==> src/sv/hjd_pkg.sv <==
// shared widths, sequencer states and digit code table for the lattice digit converter
`timescale 1ns / 1ps

package hjd_pkg;

    localparam int unsigned CoordW     = 26;
    localparam int unsigned WorkW      = CoordW + 1;
    localparam int unsigned DigitW     = 3;
    localparam int unsigned LevelW     = 5;
    localparam int unsigned ResW       = 5;
    localparam int unsigned MaxLevelsDef = 16;
    localparam logic [ResW-1:0] ResReset = 5'd4;

    // digits of the corrected codes
    localparam logic [DigitW-1:0] DigitZero  = 3'd0;
    localparam logic [DigitW-1:0] DigitTwo   = 3'd2;
    localparam logic [DigitW-1:0] DigitThree = 3'd3;
    localparam logic [DigitW-1:0] DigitFive  = 3'd5;
    localparam logic [DigitW-1:0] DigitSix   = 3'd6;

    typedef enum logic [2:0] {
        ST_IDLE,
        ST_DIV_A,
        ST_DIV_B,
        ST_BAL,
        ST_DIV_M,
        ST_EMIT
    } t_state;

    typedef struct packed {
        logic [DigitW-1:0] hi;
        logic [DigitW-1:0] lo;
    } t_code;

    // balanced remainder pair (r,s), each -2..2, to two-digit code
    function automatic t_code code_lookup(input logic signed [2:0] r,
                                          input logic signed [2:0] s);
        t_code c;
        c = '{hi: 3'd0, lo: 3'd0};
        unique case ({r, s})
            {3'sd0,  3'sd0}:  c = '{hi: 3'd0, lo: 3'd0};
            {3'sd1,  3'sd1}:  c = '{hi: 3'd0, lo: 3'd1};
            {-3'sd1, 3'sd1}:  c = '{hi: 3'd0, lo: 3'd2};
            {-3'sd2, 3'sd0}:  c = '{hi: 3'd0, lo: 3'd3};
            {-3'sd1, -3'sd1}: c = '{hi: 3'd0, lo: 3'd4};
            {3'sd1,  -3'sd1}: c = '{hi: 3'd0, lo: 3'd5};
            {3'sd2,  3'sd0}:  c = '{hi: 3'd0, lo: 3'd6};
            {3'sd0,  3'sd2}:  c = '{hi: 3'd1, lo: 3'd0};
            {3'sd0,  -3'sd2}: c = '{hi: 3'd4, lo: 3'd0};
            default:          c = '{hi: 3'd0, lo: 3'd0};
        endcase
        return c;
    endfunction

endpackage

==> src/sv/hjd_in_if.sv <==
// input channel: one lattice cell per word
`timescale 1ns / 1ps

interface hjd_in_if;
    logic                                valid;
    logic                                ready;
    logic signed [hjd_pkg::CoordW-1:0]   j_coord;
    logic signed [hjd_pkg::CoordW-1:0]   k_coord;

    modport source (output valid, output j_coord, output k_coord, input ready);
    modport sink   (input valid, input j_coord, input k_coord, output ready);
endinterface

==> src/sv/hjd_out_if.sv <==
// output channel: one level's digit code per word
`timescale 1ns / 1ps

interface hjd_out_if;
    logic                          valid;
    logic                          ready;
    logic [hjd_pkg::DigitW-1:0]    digit_high;
    logic [hjd_pkg::DigitW-1:0]    digit_low;
    logic [hjd_pkg::LevelW-1:0]    level;
    logic                          last;

    modport source (output valid, output digit_high, output digit_low, output level,
                    output last, input ready);
    modport sink   (input valid, input digit_high, input digit_low, input level,
                    input last, output ready);
endinterface

==> src/sv/hjd_cfg_if.sv <==
// configuration write channel for the resolution register
`timescale 1ns / 1ps

interface hjd_cfg_if;
    logic                        valid;
    logic                        ready;
    logic [hjd_pkg::ResW-1:0]    data;

    modport source (output valid, output data, input ready);
    modport sink   (input valid, input data, output ready);
endinterface

==> src/sv/hex_lattice_jk_to_digit_index.sv <==
// top level: lattice cell (j,k) to per-level hierarchical digit codes
`timescale 1ns / 1ps

// A cell (j,k) is taken when in ready is high, which is only while no cell is in
// conversion; it then gives one output word per level, level 1 first, with last set
// on the final level (resolution, capped at MAX_LEVELS; resolution zero gives no
// words). Each level steps through the states DIV_A, DIV_B, BAL, DIV_M and EMIT: one
// shared divide-by-three multiplier is used three times per level (a, b, then the
// balanced a quotient for its residue), with a state to balance the remainders and
// one to emit, which waits while the output word is stalled. The final word
// may sit in the output register while the next cell is accepted. Resolution resets
// to 4 and is written through the configuration channel, which is always ready.
module hex_lattice_jk_to_digit_index #(
    parameter int unsigned MAX_LEVELS = hjd_pkg::MaxLevelsDef
) (
    input  logic            i_clk,
    input  logic            i_rst_n,
    hjd_in_if.sink          i_in,
    hjd_out_if.source       o_out,
    hjd_cfg_if.sink         i_cfg
);

    localparam int unsigned W  = hjd_pkg::WorkW;
    localparam int unsigned LW = hjd_pkg::LevelW;
    localparam int unsigned LvlCapI = (MAX_LEVELS > (2**LW - 1)) ? (2**LW - 1) : MAX_LEVELS;
    localparam logic [LW-1:0] LvlCap = LW'(LvlCapI);

    hjd_pkg::t_state r_state, n_state;

    logic [hjd_pkg::ResW-1:0] r_res;
    logic signed [W-1:0]      r_a, r_b, r_ap, r_bp;
    logic [1:0]               r_rraw, r_sraw, r_m;
    logic signed [2:0]        r_rb, r_sb;
    logic [LW-1:0]            r_lvl, r_levels;

    logic                       r_out_valid;
    logic [hjd_pkg::DigitW-1:0] r_dh, r_dl;
    logic [LW-1:0]              r_olvl;
    logic                       r_olast;

    logic                 in_acc, out_free;
    logic [LW-1:0]        levels;
    logic signed [W-1:0]  div_in, div_quo;
    logic [1:0]           div_rem;

    // sequencer controls
    logic ld_cell, ld_a, ld_b, ld_bal, ld_m, ld_emit;

    // balance results
    logic signed [2:0]    bal_r, bal_s;
    logic signed [W-1:0]  bal_ap, bal_bp;

    // emit results
    hjd_pkg::t_code       code;
    logic signed [W-1:0]  nxt_a, nxt_b;

    assign in_acc   = i_in.valid & i_in.ready;
    assign out_free = ~r_out_valid | o_out.ready;
    assign levels   = (LW'(r_res) > LvlCap) ? LvlCap : LW'(r_res);

    assign i_in.ready  = (r_state == hjd_pkg::ST_IDLE);
    assign i_cfg.ready = 1'b1;

    assign o_out.valid      = r_out_valid;
    assign o_out.digit_high = r_dh;
    assign o_out.digit_low  = r_dl;
    assign o_out.level      = r_olvl;
    assign o_out.last       = r_olast;

    always_comb begin
        unique case (r_state)
            hjd_pkg::ST_DIV_B: div_in = r_b;
            hjd_pkg::ST_DIV_M: div_in = r_ap;
            default:           div_in = r_a;
        endcase
    end

    hjd_div3 u_div3 (
        .i_val (div_in),
        .o_quo (div_quo),
        .o_rem (div_rem)
    );

    // next state
    always_comb begin
        n_state = r_state;
        unique case (r_state)
            hjd_pkg::ST_IDLE: begin
                if (in_acc && levels != '0) n_state = hjd_pkg::ST_DIV_A;
            end
            hjd_pkg::ST_DIV_A: n_state = hjd_pkg::ST_DIV_B;
            hjd_pkg::ST_DIV_B: n_state = hjd_pkg::ST_BAL;
            hjd_pkg::ST_BAL:   n_state = hjd_pkg::ST_DIV_M;
            hjd_pkg::ST_DIV_M: n_state = hjd_pkg::ST_EMIT;
            hjd_pkg::ST_EMIT: begin
                if (out_free) begin
                    n_state = (r_lvl == r_levels) ? hjd_pkg::ST_IDLE : hjd_pkg::ST_DIV_A;
                end
            end
            default: n_state = hjd_pkg::ST_IDLE;
        endcase
    end

    // sequencer outputs
    always_comb begin
        ld_cell = 1'b0;
        ld_a    = 1'b0;
        ld_b    = 1'b0;
        ld_bal  = 1'b0;
        ld_m    = 1'b0;
        ld_emit = 1'b0;
        unique case (r_state)
            hjd_pkg::ST_IDLE:  ld_cell = in_acc;
            hjd_pkg::ST_DIV_A: ld_a    = 1'b1;
            hjd_pkg::ST_DIV_B: ld_b    = 1'b1;
            hjd_pkg::ST_BAL:   ld_bal  = 1'b1;
            hjd_pkg::ST_DIV_M: ld_m    = 1'b1;
            hjd_pkg::ST_EMIT:  ld_emit = out_free;
            default: ;
        endcase
    end

    // fold remainders into the balanced pair
    always_comb begin
        bal_r  = $signed({1'b0, r_rraw});
        bal_s  = $signed({1'b0, r_sraw});
        bal_ap = r_ap;
        bal_bp = r_bp;
        priority if ({1'b0, r_sraw} == {1'b0, r_rraw} + 3'd1) begin
            bal_s  = bal_s - 3'sd3;
            bal_bp = r_bp + W'(1);
        end else if ({1'b0, r_sraw} + 3'd1 == {1'b0, r_rraw}) begin
            bal_r  = bal_r - 3'sd3;
            bal_ap = r_ap + W'(1);
        end else if (r_rraw == 2'd2 && r_sraw == 2'd2) begin
            bal_r  = -3'sd1;
            bal_s  = -3'sd1;
            bal_ap = r_ap + W'(1);
            bal_bp = r_bp + W'(1);
        end else begin
            bal_r  = $signed({1'b0, r_rraw});
        end
    end

    // code and corrected a, b for this level
    always_comb begin
        code  = hjd_pkg::code_lookup(r_rb, r_sb);
        nxt_a = r_ap;
        nxt_b = r_bp;
        priority if ((r_sb != 3'sd2 && r_sb != -3'sd2) || r_m == 2'd0) begin
            nxt_a = r_ap;
        end else if (r_sb == 3'sd2 && r_m == 2'd1) begin
            code  = '{hi: hjd_pkg::DigitFive, lo: hjd_pkg::DigitZero};
            nxt_a = r_ap - W'(1);
            nxt_b = r_bp + W'(1);
        end else if (r_sb == 3'sd2) begin
            code  = '{hi: hjd_pkg::DigitThree, lo: hjd_pkg::DigitZero};
            nxt_a = r_ap + W'(1);
            nxt_b = r_bp + W'(1);
        end else if (r_m == 2'd2) begin
            code  = '{hi: hjd_pkg::DigitTwo, lo: hjd_pkg::DigitZero};
            nxt_a = r_ap + W'(1);
            nxt_b = r_bp - W'(1);
        end else begin
            code  = '{hi: hjd_pkg::DigitSix, lo: hjd_pkg::DigitZero};
            nxt_a = r_ap - W'(1);
            nxt_b = r_bp - W'(1);
        end
    end

    always_ff @(posedge i_clk) begin
        if (!i_rst_n) begin
            r_state     <= hjd_pkg::ST_IDLE;
            r_res       <= hjd_pkg::ResReset;
            r_out_valid <= 1'b0;
            r_a         <= '0;
            r_b         <= '0;
            r_lvl       <= '0;
            r_levels    <= '0;
        end else begin
            r_state <= n_state;
            if (i_cfg.valid && i_cfg.ready) r_res <= i_cfg.data;

            if (ld_cell && levels != '0) begin
                r_a      <= {i_in.j_coord[hjd_pkg::CoordW-1], i_in.j_coord}
                          - {i_in.k_coord[hjd_pkg::CoordW-1], i_in.k_coord};
                r_b      <= {i_in.j_coord[hjd_pkg::CoordW-1], i_in.j_coord}
                          + {i_in.k_coord[hjd_pkg::CoordW-1], i_in.k_coord};
                r_lvl    <= LW'(1);
                r_levels <= levels;
            end
            if (ld_emit) begin
                r_a <= nxt_a;
                r_b <= nxt_b;
                if (r_lvl != r_levels) r_lvl <= r_lvl + LW'(1);
            end

            if (ld_emit) begin
                r_out_valid <= 1'b1;
            end else if (o_out.ready) begin
                r_out_valid <= 1'b0;
            end
        end
    end

    // working registers without reset
    always_ff @(posedge i_clk) begin
        if (ld_a) begin
            r_ap   <= div_quo;
            r_rraw <= div_rem;
        end
        if (ld_b) begin
            r_bp   <= div_quo;
            r_sraw <= div_rem;
        end
        if (ld_bal) begin
            r_ap <= bal_ap;
            r_bp <= bal_bp;
            r_rb <= bal_r;
            r_sb <= bal_s;
        end
        if (ld_m) r_m <= div_rem;
        if (ld_emit) begin
            r_dh    <= code.hi;
            r_dl    <= code.lo;
            r_olvl  <= r_lvl;
            r_olast <= (r_lvl == r_levels);
        end
    end

endmodule

==> src/sv/hjd_div3.sv <==
// signed floor division by three with remainder 0..2, via reciprocal multiply
`timescale 1ns / 1ps

module hjd_div3 (
    input  logic signed [hjd_pkg::WorkW-1:0] i_val,
    output logic signed [hjd_pkg::WorkW-1:0] o_quo,
    output logic        [1:0]                o_rem
);

    localparam int unsigned W  = hjd_pkg::WorkW;
    localparam int unsigned UW = W + 1;
    localparam int unsigned PW = UW + 32;
    // offset is a multiple of three, so flooring commutes with it
    localparam logic [UW-1:0] Offset = UW'(3) << (W - 2);
    localparam logic [UW-1:0] QOff   = UW'(1) << (W - 2);
    localparam logic [31:0]   Recip  = 32'hAAAA_AAAB;

    logic [UW-1:0] u;
    logic [PW-1:0] prod;
    logic [W-1:0]  qu;
    logic [UW-1:0] rem_full;
    logic [UW-1:0] q_full;

    assign u        = {i_val[W-1], i_val} + Offset;
    assign prod     = PW'(u) * PW'(Recip);
    assign qu       = prod[W+32:33];
    assign rem_full = u - ({1'b0, qu} + {qu, 1'b0});
    assign q_full   = {1'b0, qu} - QOff;
    assign o_rem    = rem_full[1:0];
    assign o_quo    = $signed(q_full[W-1:0]);

endmodule

==> src/flat_wrapper.sv <==
// flat-port wrapper written by rule: the top's interface ports become plain ports
module hex_lattice_jk_to_digit_index_flat 
#(
    parameter int unsigned MAX_LEVELS = hjd_pkg::MaxLevelsDef
)
  (i_clk, i_rst_n, i_in_valid, i_in_j_coord, i_in_k_coord, i_in_ready, o_out_valid, o_out_digit_high, o_out_digit_low, o_out_level, o_out_last, o_out_ready, i_cfg_valid, i_cfg_data, i_cfg_ready);
  hjd_in_if i_in_i ();
  hjd_out_if o_out_i ();
  hjd_cfg_if i_cfg_i ();
  input  logic i_clk;
  input  logic i_rst_n;
  input wire logic [$bits(i_in_i.valid)-1:0] i_in_valid;
  input wire logic [$bits(i_in_i.j_coord)-1:0] i_in_j_coord;
  input wire logic [$bits(i_in_i.k_coord)-1:0] i_in_k_coord;
  output wire logic [$bits(i_in_i.ready)-1:0] i_in_ready;
  output wire logic [$bits(o_out_i.valid)-1:0] o_out_valid;
  output wire logic [$bits(o_out_i.digit_high)-1:0] o_out_digit_high;
  output wire logic [$bits(o_out_i.digit_low)-1:0] o_out_digit_low;
  output wire logic [$bits(o_out_i.level)-1:0] o_out_level;
  output wire logic [$bits(o_out_i.last)-1:0] o_out_last;
  input wire logic [$bits(o_out_i.ready)-1:0] o_out_ready;
  input wire logic [$bits(i_cfg_i.valid)-1:0] i_cfg_valid;
  input wire logic [$bits(i_cfg_i.data)-1:0] i_cfg_data;
  output wire logic [$bits(i_cfg_i.ready)-1:0] i_cfg_ready;
  assign i_in_i.valid = i_in_valid;
  assign i_in_i.j_coord = i_in_j_coord;
  assign i_in_i.k_coord = i_in_k_coord;
  assign i_in_ready = i_in_i.ready;
  assign o_out_valid = o_out_i.valid;
  assign o_out_digit_high = o_out_i.digit_high;
  assign o_out_digit_low = o_out_i.digit_low;
  assign o_out_level = o_out_i.level;
  assign o_out_last = o_out_i.last;
  assign o_out_i.ready = o_out_ready;
  assign i_cfg_i.valid = i_cfg_valid;
  assign i_cfg_i.data = i_cfg_data;
  assign i_cfg_ready = i_cfg_i.ready;
  hex_lattice_jk_to_digit_index #(.MAX_LEVELS(MAX_LEVELS)) u_core (.i_clk(i_clk), .i_rst_n(i_rst_n), .i_in(i_in_i), .o_out(o_out_i), .i_cfg(i_cfg_i));
endmodule
==> config.mk <==
export PLATFORM = sky130hd
export DESIGN_NAME = hex_lattice_jk_to_digit_index_flat
export DESIGN_NICKNAME = d
export VERILOG_FILES = /design/src/sv/hjd_pkg.sv /design/src/sv/hjd_in_if.sv /design/src/sv/hjd_out_if.sv /design/src/sv/hjd_cfg_if.sv /design/src/sv/hex_lattice_jk_to_digit_index.sv /design/src/sv/hjd_div3.sv /design/src/flat_wrapper.sv
export SDC_FILE = /design/constraint.sdc
export NUM_CORES = 1
export LEC_CHECK = 0
export BUFFER_PORTS_ARGS = -buffer_cell sky130_fd_sc_hd__buf_2
export CAP_MARGIN = 20
export CORE_MARGIN = 2
export CORE_UTILIZATION = 50
export CTS_CLUSTER_DIAMETER = 50
export DETAILED_ROUTE_END_ITERATION = 8
export PLACE_DENSITY = 0.71
export RECOVER_POWER = 50
export SYNTH_ARGS = -nofsm -noshare
export SYNTH_HDL_FRONTEND = slang
export SYNTH_SLANG_ARGS = --single-unit
export TNS_END_PERCENT = 30
==> constraint.sdc <==
create_clock -name i_clk -period 12.3 [get_ports i_clk]
set_clock_uncertainty 0.05 [all_clocks]
set_input_delay 2.46 -clock i_clk [delete_from_list [all_inputs] [get_ports i_clk]]
set_output_delay 2.46 -clock i_clk [all_outputs]
set_load 0.005 [all_outputs]
# ---- Yosys cells after proc, flatten, opt, wreduce, memory -nomap -nowiden
# Index checks and enable logic that the tools add are counted.
dict set report classes {
  n_bitwise 3
  n_mux 49
  addsub 15
  n_reduce_logical 16
  eq_ne 30
  n_mul 1
  order_cmp 1
}
# operator count
set ops {}
lappend ops {{$mux 27} 21}
lappend ops {{$mul 28x32->60 const B} 1}
lappend ops {{$add 27x2->27 const B} 2}
lappend ops {{$pmux 27 s2} 1}
lappend ops {{$sub 27x2->27 const B} 2}
lappend ops {{$pmux 6 s8} 1}
lappend ops {{$add 28x27->28 const B} 1}
lappend ops {{$add 26x26->27} 1}
lappend ops {{$sub 26x26->27} 1}
lappend ops {{$sub 27x26->27 const B} 1}
lappend ops {{$mux 6} 4}
lappend ops {{$mux 3} 7}
lappend ops {{$mux 5} 4}
lappend ops {{$eq 6x6->1 const B} 3}
lappend ops {{$pmux 3 s6} 1}
lappend ops {{$eq 6x4->1 const B} 2}
lappend ops {{$ne 3x3->1 const B} 4}
lappend ops {{$eq 3x3->1 const B} 3}
lappend ops {{$mux 1} 9}
lappend ops {{$reduce_bool 2->1} 4}
lappend ops {{$add 2x1->3 const B} 2}
lappend ops {{$eq 2x2->1 const B} 3}
lappend ops {{$eq 3x2->1 const B} 2}
lappend ops {{$eq 6x2->1 const B} 1}
lappend ops {{other kinds (27)} 34}
dict set report word_totals {
  reg_bits 151
  input_bits 62
}

# ---- Longest topological paths before layout
dict set report depth {
  ltp_word 7
  mapped_depth 34
  depth_no_buf 30
}

# ---- By module
# From an unflattened synthesis, not the netlist that was laid out.
dict set report unflattened {
  cells_unflattened 2598
  area_unflattened_um2 22302.6
}
# module cells_per_inst instances seq_area_each_um2 area_per_inst_um2
set modules_own_cells {}
lappend modules_own_cells {hex_lattice_jk_to_digit_index 1530 1 3803.6 12099.1}
lappend modules_own_cells {hjd_div3 1068 1 0.0 10203.5}

# ---- Least setup slack after synthesis
# No wires, ideal clock.
dict set report synth_path {
  kind {register -> register}
  from {register u_core.r_state[2]}
  to {register u_core.r_ap[26] (data pin)}
  arrival_ns 8.273
  period_less_slack_ns 8.593
  path_buffers 3
  setup_ns 0.271
  path_stages_with_launch 33
  setup_slack_ns 3.707
  cell_sequence {dfxtp_1 -> nor3b_1 -> clkbuf_1 -> nor2_1 -> clkbuf_1 -> clkbuf_1 -> nand2_1 -> nand2_1 -> ha_1 -> inv_1 -> fa_1 -> inv_1 -> fa_1 -> inv_1 -> fa_1 -> fa_1 -> inv_1 -> fa_1 -> inv_1 -> fa_1 -> inv_1 -> ha_1 -> nand4_1 -> or4_4 -> nor3_2 -> a41o_1 -> and4b_4 -> o31ai_4 -> a31oi_2 -> o41a_1 -> xor2_1 -> mux2i_1 -> a21oi_1}
}
dict set report synth_via {
  elab_chain_cells 7
  word_cells_on_any_way 10
  classes_between {2 x add/sub; 1 x mul; 3 x eq/ne; 4 x mux}
}
# element line_no
set synth_lines {}
lappend synth_lines {{start, declared} hex_lattice_jk_to_digit_index.sv:28} ;# hjd_pkg::t_state r_state, n_state;
lappend synth_lines {{start signal, assigned} hex_lattice_jk_to_digit_index.sv:173} ;# r_state <= hjd_pkg::ST_IDLE;
lappend synth_lines {{start signal, assigned} hex_lattice_jk_to_digit_index.sv:181} ;# r_state <= n_state;
lappend synth_lines {{$eq 3x3->1 or $eq 3x2->1 (tied branches)} hex_lattice_jk_to_digit_index.sv:71} ;# unique case (r_state)
lappend synth_lines {{$pmux 27 s2} hex_lattice_jk_to_digit_index.sv:71}
lappend synth_lines {{$add 28x27->28} hjd_div3.sv:24} ;# assign u = {i_val[W-1], i_val} + Offset;
lappend synth_lines {{$mul 28x32->60} hjd_div3.sv:25} ;# assign prod = PW'(u) * PW'(Recip);
lappend synth_lines {{$sub 27x26->27} hjd_div3.sv:28} ;# assign q_full = {1'b0, qu} - QOff;
lappend synth_lines {{$mux 27} hex_lattice_jk_to_digit_index.sv:208} ;# if (ld_a) begin
lappend synth_lines {{$mux 27 (*)} hex_lattice_jk_to_digit_index.sv:216} ;# if (ld_bal) begin
lappend synth_lines {{end signal, assigned} hex_lattice_jk_to_digit_index.sv:209} ;# r_ap <= div_quo;
lappend synth_lines {{end signal, assigned} hex_lattice_jk_to_digit_index.sv:217} ;# r_ap <= bal_ap;
lappend synth_lines {{end, declared} hex_lattice_jk_to_digit_index.sv:31} ;# logic signed [W-1:0] r_a, r_b, r_ap, r_bp;
# Every way passes the cells marked *; elsewhere a longest branch is shown, timed or not. The select of a mux whose other input is x is not followed.
# A chain may end at the register's enable or synchronous reset.

# ---- Worst setup path in the final report
dict set report layout_path {
  from {register u_core.r_state[2]}
  to {register u_core.r_m[1] (data pin)}
}
dict set report layout_via {
  elab_chain_cells 6
  word_cells_on_any_way 7
  classes_between {3 x add/sub; 1 x mul; 2 x eq/ne; 1 x mux}
}
# element line_no
set layout_lines {}
lappend layout_lines {{$eq 3x3->1 or $eq 3x2->1 (tied branches)} hex_lattice_jk_to_digit_index.sv:71}
lappend layout_lines {{$pmux 27 s2 (*)} hex_lattice_jk_to_digit_index.sv:71}
lappend layout_lines {{$add 28x27->28 (*)} hjd_div3.sv:24}
lappend layout_lines {{$mul 28x32->60} hjd_div3.sv:25}
lappend layout_lines {{$add 2x2->2} hjd_div3.sv:27} ;# assign rem_full = u - ({1'b0, qu} + {qu, 1'b0});
lappend layout_lines {{$sub 2x2->2 (*)} hjd_div3.sv:27}
lappend layout_lines {{via u_core.div_rem[1]} hex_lattice_jk_to_digit_index.sv:44} ;# logic [1:0] div_rem;
lappend layout_lines {{end signal, assigned} hex_lattice_jk_to_digit_index.sv:222} ;# if (ld_m) r_m <= div_rem;
lappend layout_lines {{end, declared} hex_lattice_jk_to_digit_index.sv:32} ;# logic [1:0] r_rraw, r_sraw, r_m;
# The timed path passes the listed nets; every way through them passes the cells marked *.

==> impl_metrics.py <==
metrics = {
    "global_route": {
        "grt_max_degree": 67,
        "antenna_found_initial": 0,
        "track_usage_pct": 27.3,
        "grtUsageMet3_pct": 3.50,
        "grt_pass1_wl_mm": 100,
        "grt_use_met1_pct": 36.5,
        "grt_pass1_vias": 18600,
        "gr-usage-met2_pct": 45.8,
        "grt.busiest_layer": "met2",
        "overflow": 0,
    },
    "final_layout": {
        "mostFrequentLayoutCells": "inv_1, ha_1, fa_1, nand2_1, a21oi_1",
        "drive_gt1_share_pct": 5.50,
        "n_antenna_cell": 0,
        "mostFrequentLayoutCell": "inv_1",
        "area_delta_synth_final_pct": 6.25,
        "nets": 3163,
    },
    "drt": {
        "first_iter_violations": 1471,
        "wirelength_mm": 62.1,
        "vias_per_cell": 5.82,
        "ant_nets": 0,
        "drt-pass1-iter-count": 7,
        "drc": 0,
        "routed-via-count": 18700,
        "post_drt_wl_per_cell_um": 19.4,
    },
    "place": {
        "portBuffers": 75,
        "hpwl_mm": 50.9,
        "gp_congestion": 0.998,
    },
    "worst_setup_path": {
        "arrival_ns": 10.15,
        "slowest_stage": "a21oi_1",
        "cp-start-kind": "flop",
        "critPathRequiredTime_ns": 12.41,
        "cpMostUsedCell": "ha_1",
        "timing_worst_setup_path_type": "flop to flop",
        "end_kind": "flop",
        "path_max_fanout": 30,
        "max_stage_delay_ns": 0.75,
    },
    "timing": {
        "fin_tns_setup_ns": 0,
        "fin_crit_ns": 10.04,
        "clock.fmax_mhz": 99.6,
        "fin_crit_sh_pct": 81.6,
        "hold_viol": 0,
        "rsz0062_at_grt": "no",
        "finalSetupViolCount": 0,
        "slew_viol_final": 213,
        "max_slew_margin_pct": -120,
        "worst_pin_slew_ns": 3.29,
    },
    "die": {
        "coreArea_mm2": 0.0439,
        "ios": 77,
        "die-area_mm2": 0.0460,
        "start_util_pct": 50.4,
        "die_y_um": 214,
        "fp.dieW_um": 214,
        "rows": 77,
    },
    "logic_synthesis": {
        "synth_flop_cell": "edfxtp_1",
        "synth_edf_count": 78,
        "syn_inst": 2606,
        "synth_xor_area_share_pct": 6.96,
        "syn_area_per_cell_um2": 8.50,
        "synth_compound_area_share_pct": 17.2,
        "synth_seq_cells": 151,
        "synth_fa_ha_area_share_pct": 35.2,
        "synth_cell_type_count": 84,
        "yosysSeqAreaShare_pct": 17.2,
        "async_flop_share_pct": 0,
        "synthMuxAreaShare_pct": 0.689,
        "synth-simple-area-share_pct": 14.0,
        "synth_top_family_by_area": "adder cells",
        "synth_area_mm2": 0.0221,
        "ys_warn_count": 0,
        "synth_nets": 3166,
    },
    "cts": {
        "clk_latency_ns": 0.45,
        "cts-root-buf": "clkbuf_16",
        "clk_path_buf_depth": 2,
        "clkSlewWorstSetupHoldPaths_ns": 0.07,
        "numCtsBuffers": 17,
        "cts_tree": "done",
        "cts_resized": 0,
        "cts.sinks": 151,
        "hold_buffers": 0,
        "htreeDepth": 4,
        "postCtsSetupBuffers": 0,
    },
    "status": {
        "status": "complete, but fails checks",
        "violations": "capacitance limit, slew limit",
    },
    "flow_run": {
        "drv_cap": 5,
    },
    "min_path": {
        "hold_path.class": "flop to flop",
    },
}
[kinds of logic (layout without fill, tap and decap cells)]
group           Yosys count  in the layout
xor+xnor                176            176
compound gates          587            587
simple gates            658            658
other cells               1              1
mux                      15             15
fa+ha+maj               500            500
buf+inv                 518            528
flops                   151            151
[area by class of cell]
cell class | instances | area, um2
clock buffers | 19 | 443
clock inverters | 13 | 135
fillers | 4194 | 20400
inverters | 402 | 1510
multi-input cells | 1937 | 16400
flip-flops and latches | 151 | 3800
well taps | 592 | 741
repair buffers | 94 | 488
[worst paths after layout]
kind | slack [ns] | start | endpoint | depth (start not counted)
worst max-delay path | 2.26 | u_core.r_state[2] | u_core.r_m[1] | 29
worst min-delay path | 0.43 | u_core.r_levels[4] | u_core.r_levels[4] | 2
worst max register to register | 2.26 | u_core.r_state[2] | u_core.r_m[1] | 29
worst min register to register | 0.43 | u_core.r_levels[4] | u_core.r_levels[4] | 2
[per-layer routing]
layer / vias to the layer above / wire [um]
met4: 0 / 1830
met2: 616 / 29600
met5: - / 0
li1: 8874 / -
met3: 100 / 3740
met1: 9069 / 27000
[flip-flops by register name (all words and copies together) (netlist names)]
name                     cells
u_core.r_a                  27
u_core.r_ap                 27
u_core.r_b                  27
u_core.r_bp                 27
u_core.o_out.level           5
u_core.r_levels              5
u_core.r_lvl                 5
u_core.r_res                 5
u_core.o_out.digit_high      3
u_core.o_out.digit_low       3
u_core.r_rb                  3
u_core.r_sb                  3
u_core.r_state               3
u_core.r_m                   2
u_core.r_rraw                2
u_core.r_sraw                2
u_core.o_out.last            1
u_core.o_out.valid           1
[Yosys cell counts, drive strengths merged, types with 42 or more instances]
library cell    n  share of area (%)
inv           401                6.8
ha            293                 17
fa            205                 19
nand2         196                3.3
a21oi         195                4.4
nor2          181                3.1
o21ai         105                2.4
xnor2         104                4.1
clkbuf        102                1.7
edfxtp         78                 11
dfxtp          73                6.6
xor2           72                2.8
nor3           55                1.3
nand3          53                1.2
a21o           42                1.4
[worst max-delay path: cells and delay by family (launching register included)]
| kind | cells | cell delay (ns) |
|---|---|---|
| adder cells (fa/ha/maj) | 9 | 3.70 |
| XOR/XNOR | 5 | 1.78 |
| AND/OR/NAND/NOR | 7 | 1.54 |
| buffers and inverters | 6 | 1.00 |
| AO/OA/AOI/OAI | 2 | 1.00 |
| flip-flops | 1 | 0.60 |
[per-stage QoR]
| step | setup slack (ns) | cells | utilization (%) | cell area, um2 | hold WS (ns) |
|---|---|---|---|---|---|
| 2_1_floorplan | 3.71 | 2606 | - | 22100 | 0.382 |
| 3_3_place_gp | 2.75 | 3176 | 52.3 | 23000 | 0.413 |
| 3_5_place_dp | 2.41 | 3176 | 52.3 | 23000 | 0.417 |
| 4_1_cts | 2.36 | 3208 | 53.7 | 23600 | 0.426 |
| 5_1_grt | 1.65 | 3208 | 53.6 | 23500 | 0.443 |
| 6_report | 2.26 | 3208 | 53.6 | 23500 | 0.427 |
Power is left out: the tool's default activity adds up to more than one toggle a clock period on the data nets, which glitch-free logic cannot reach.
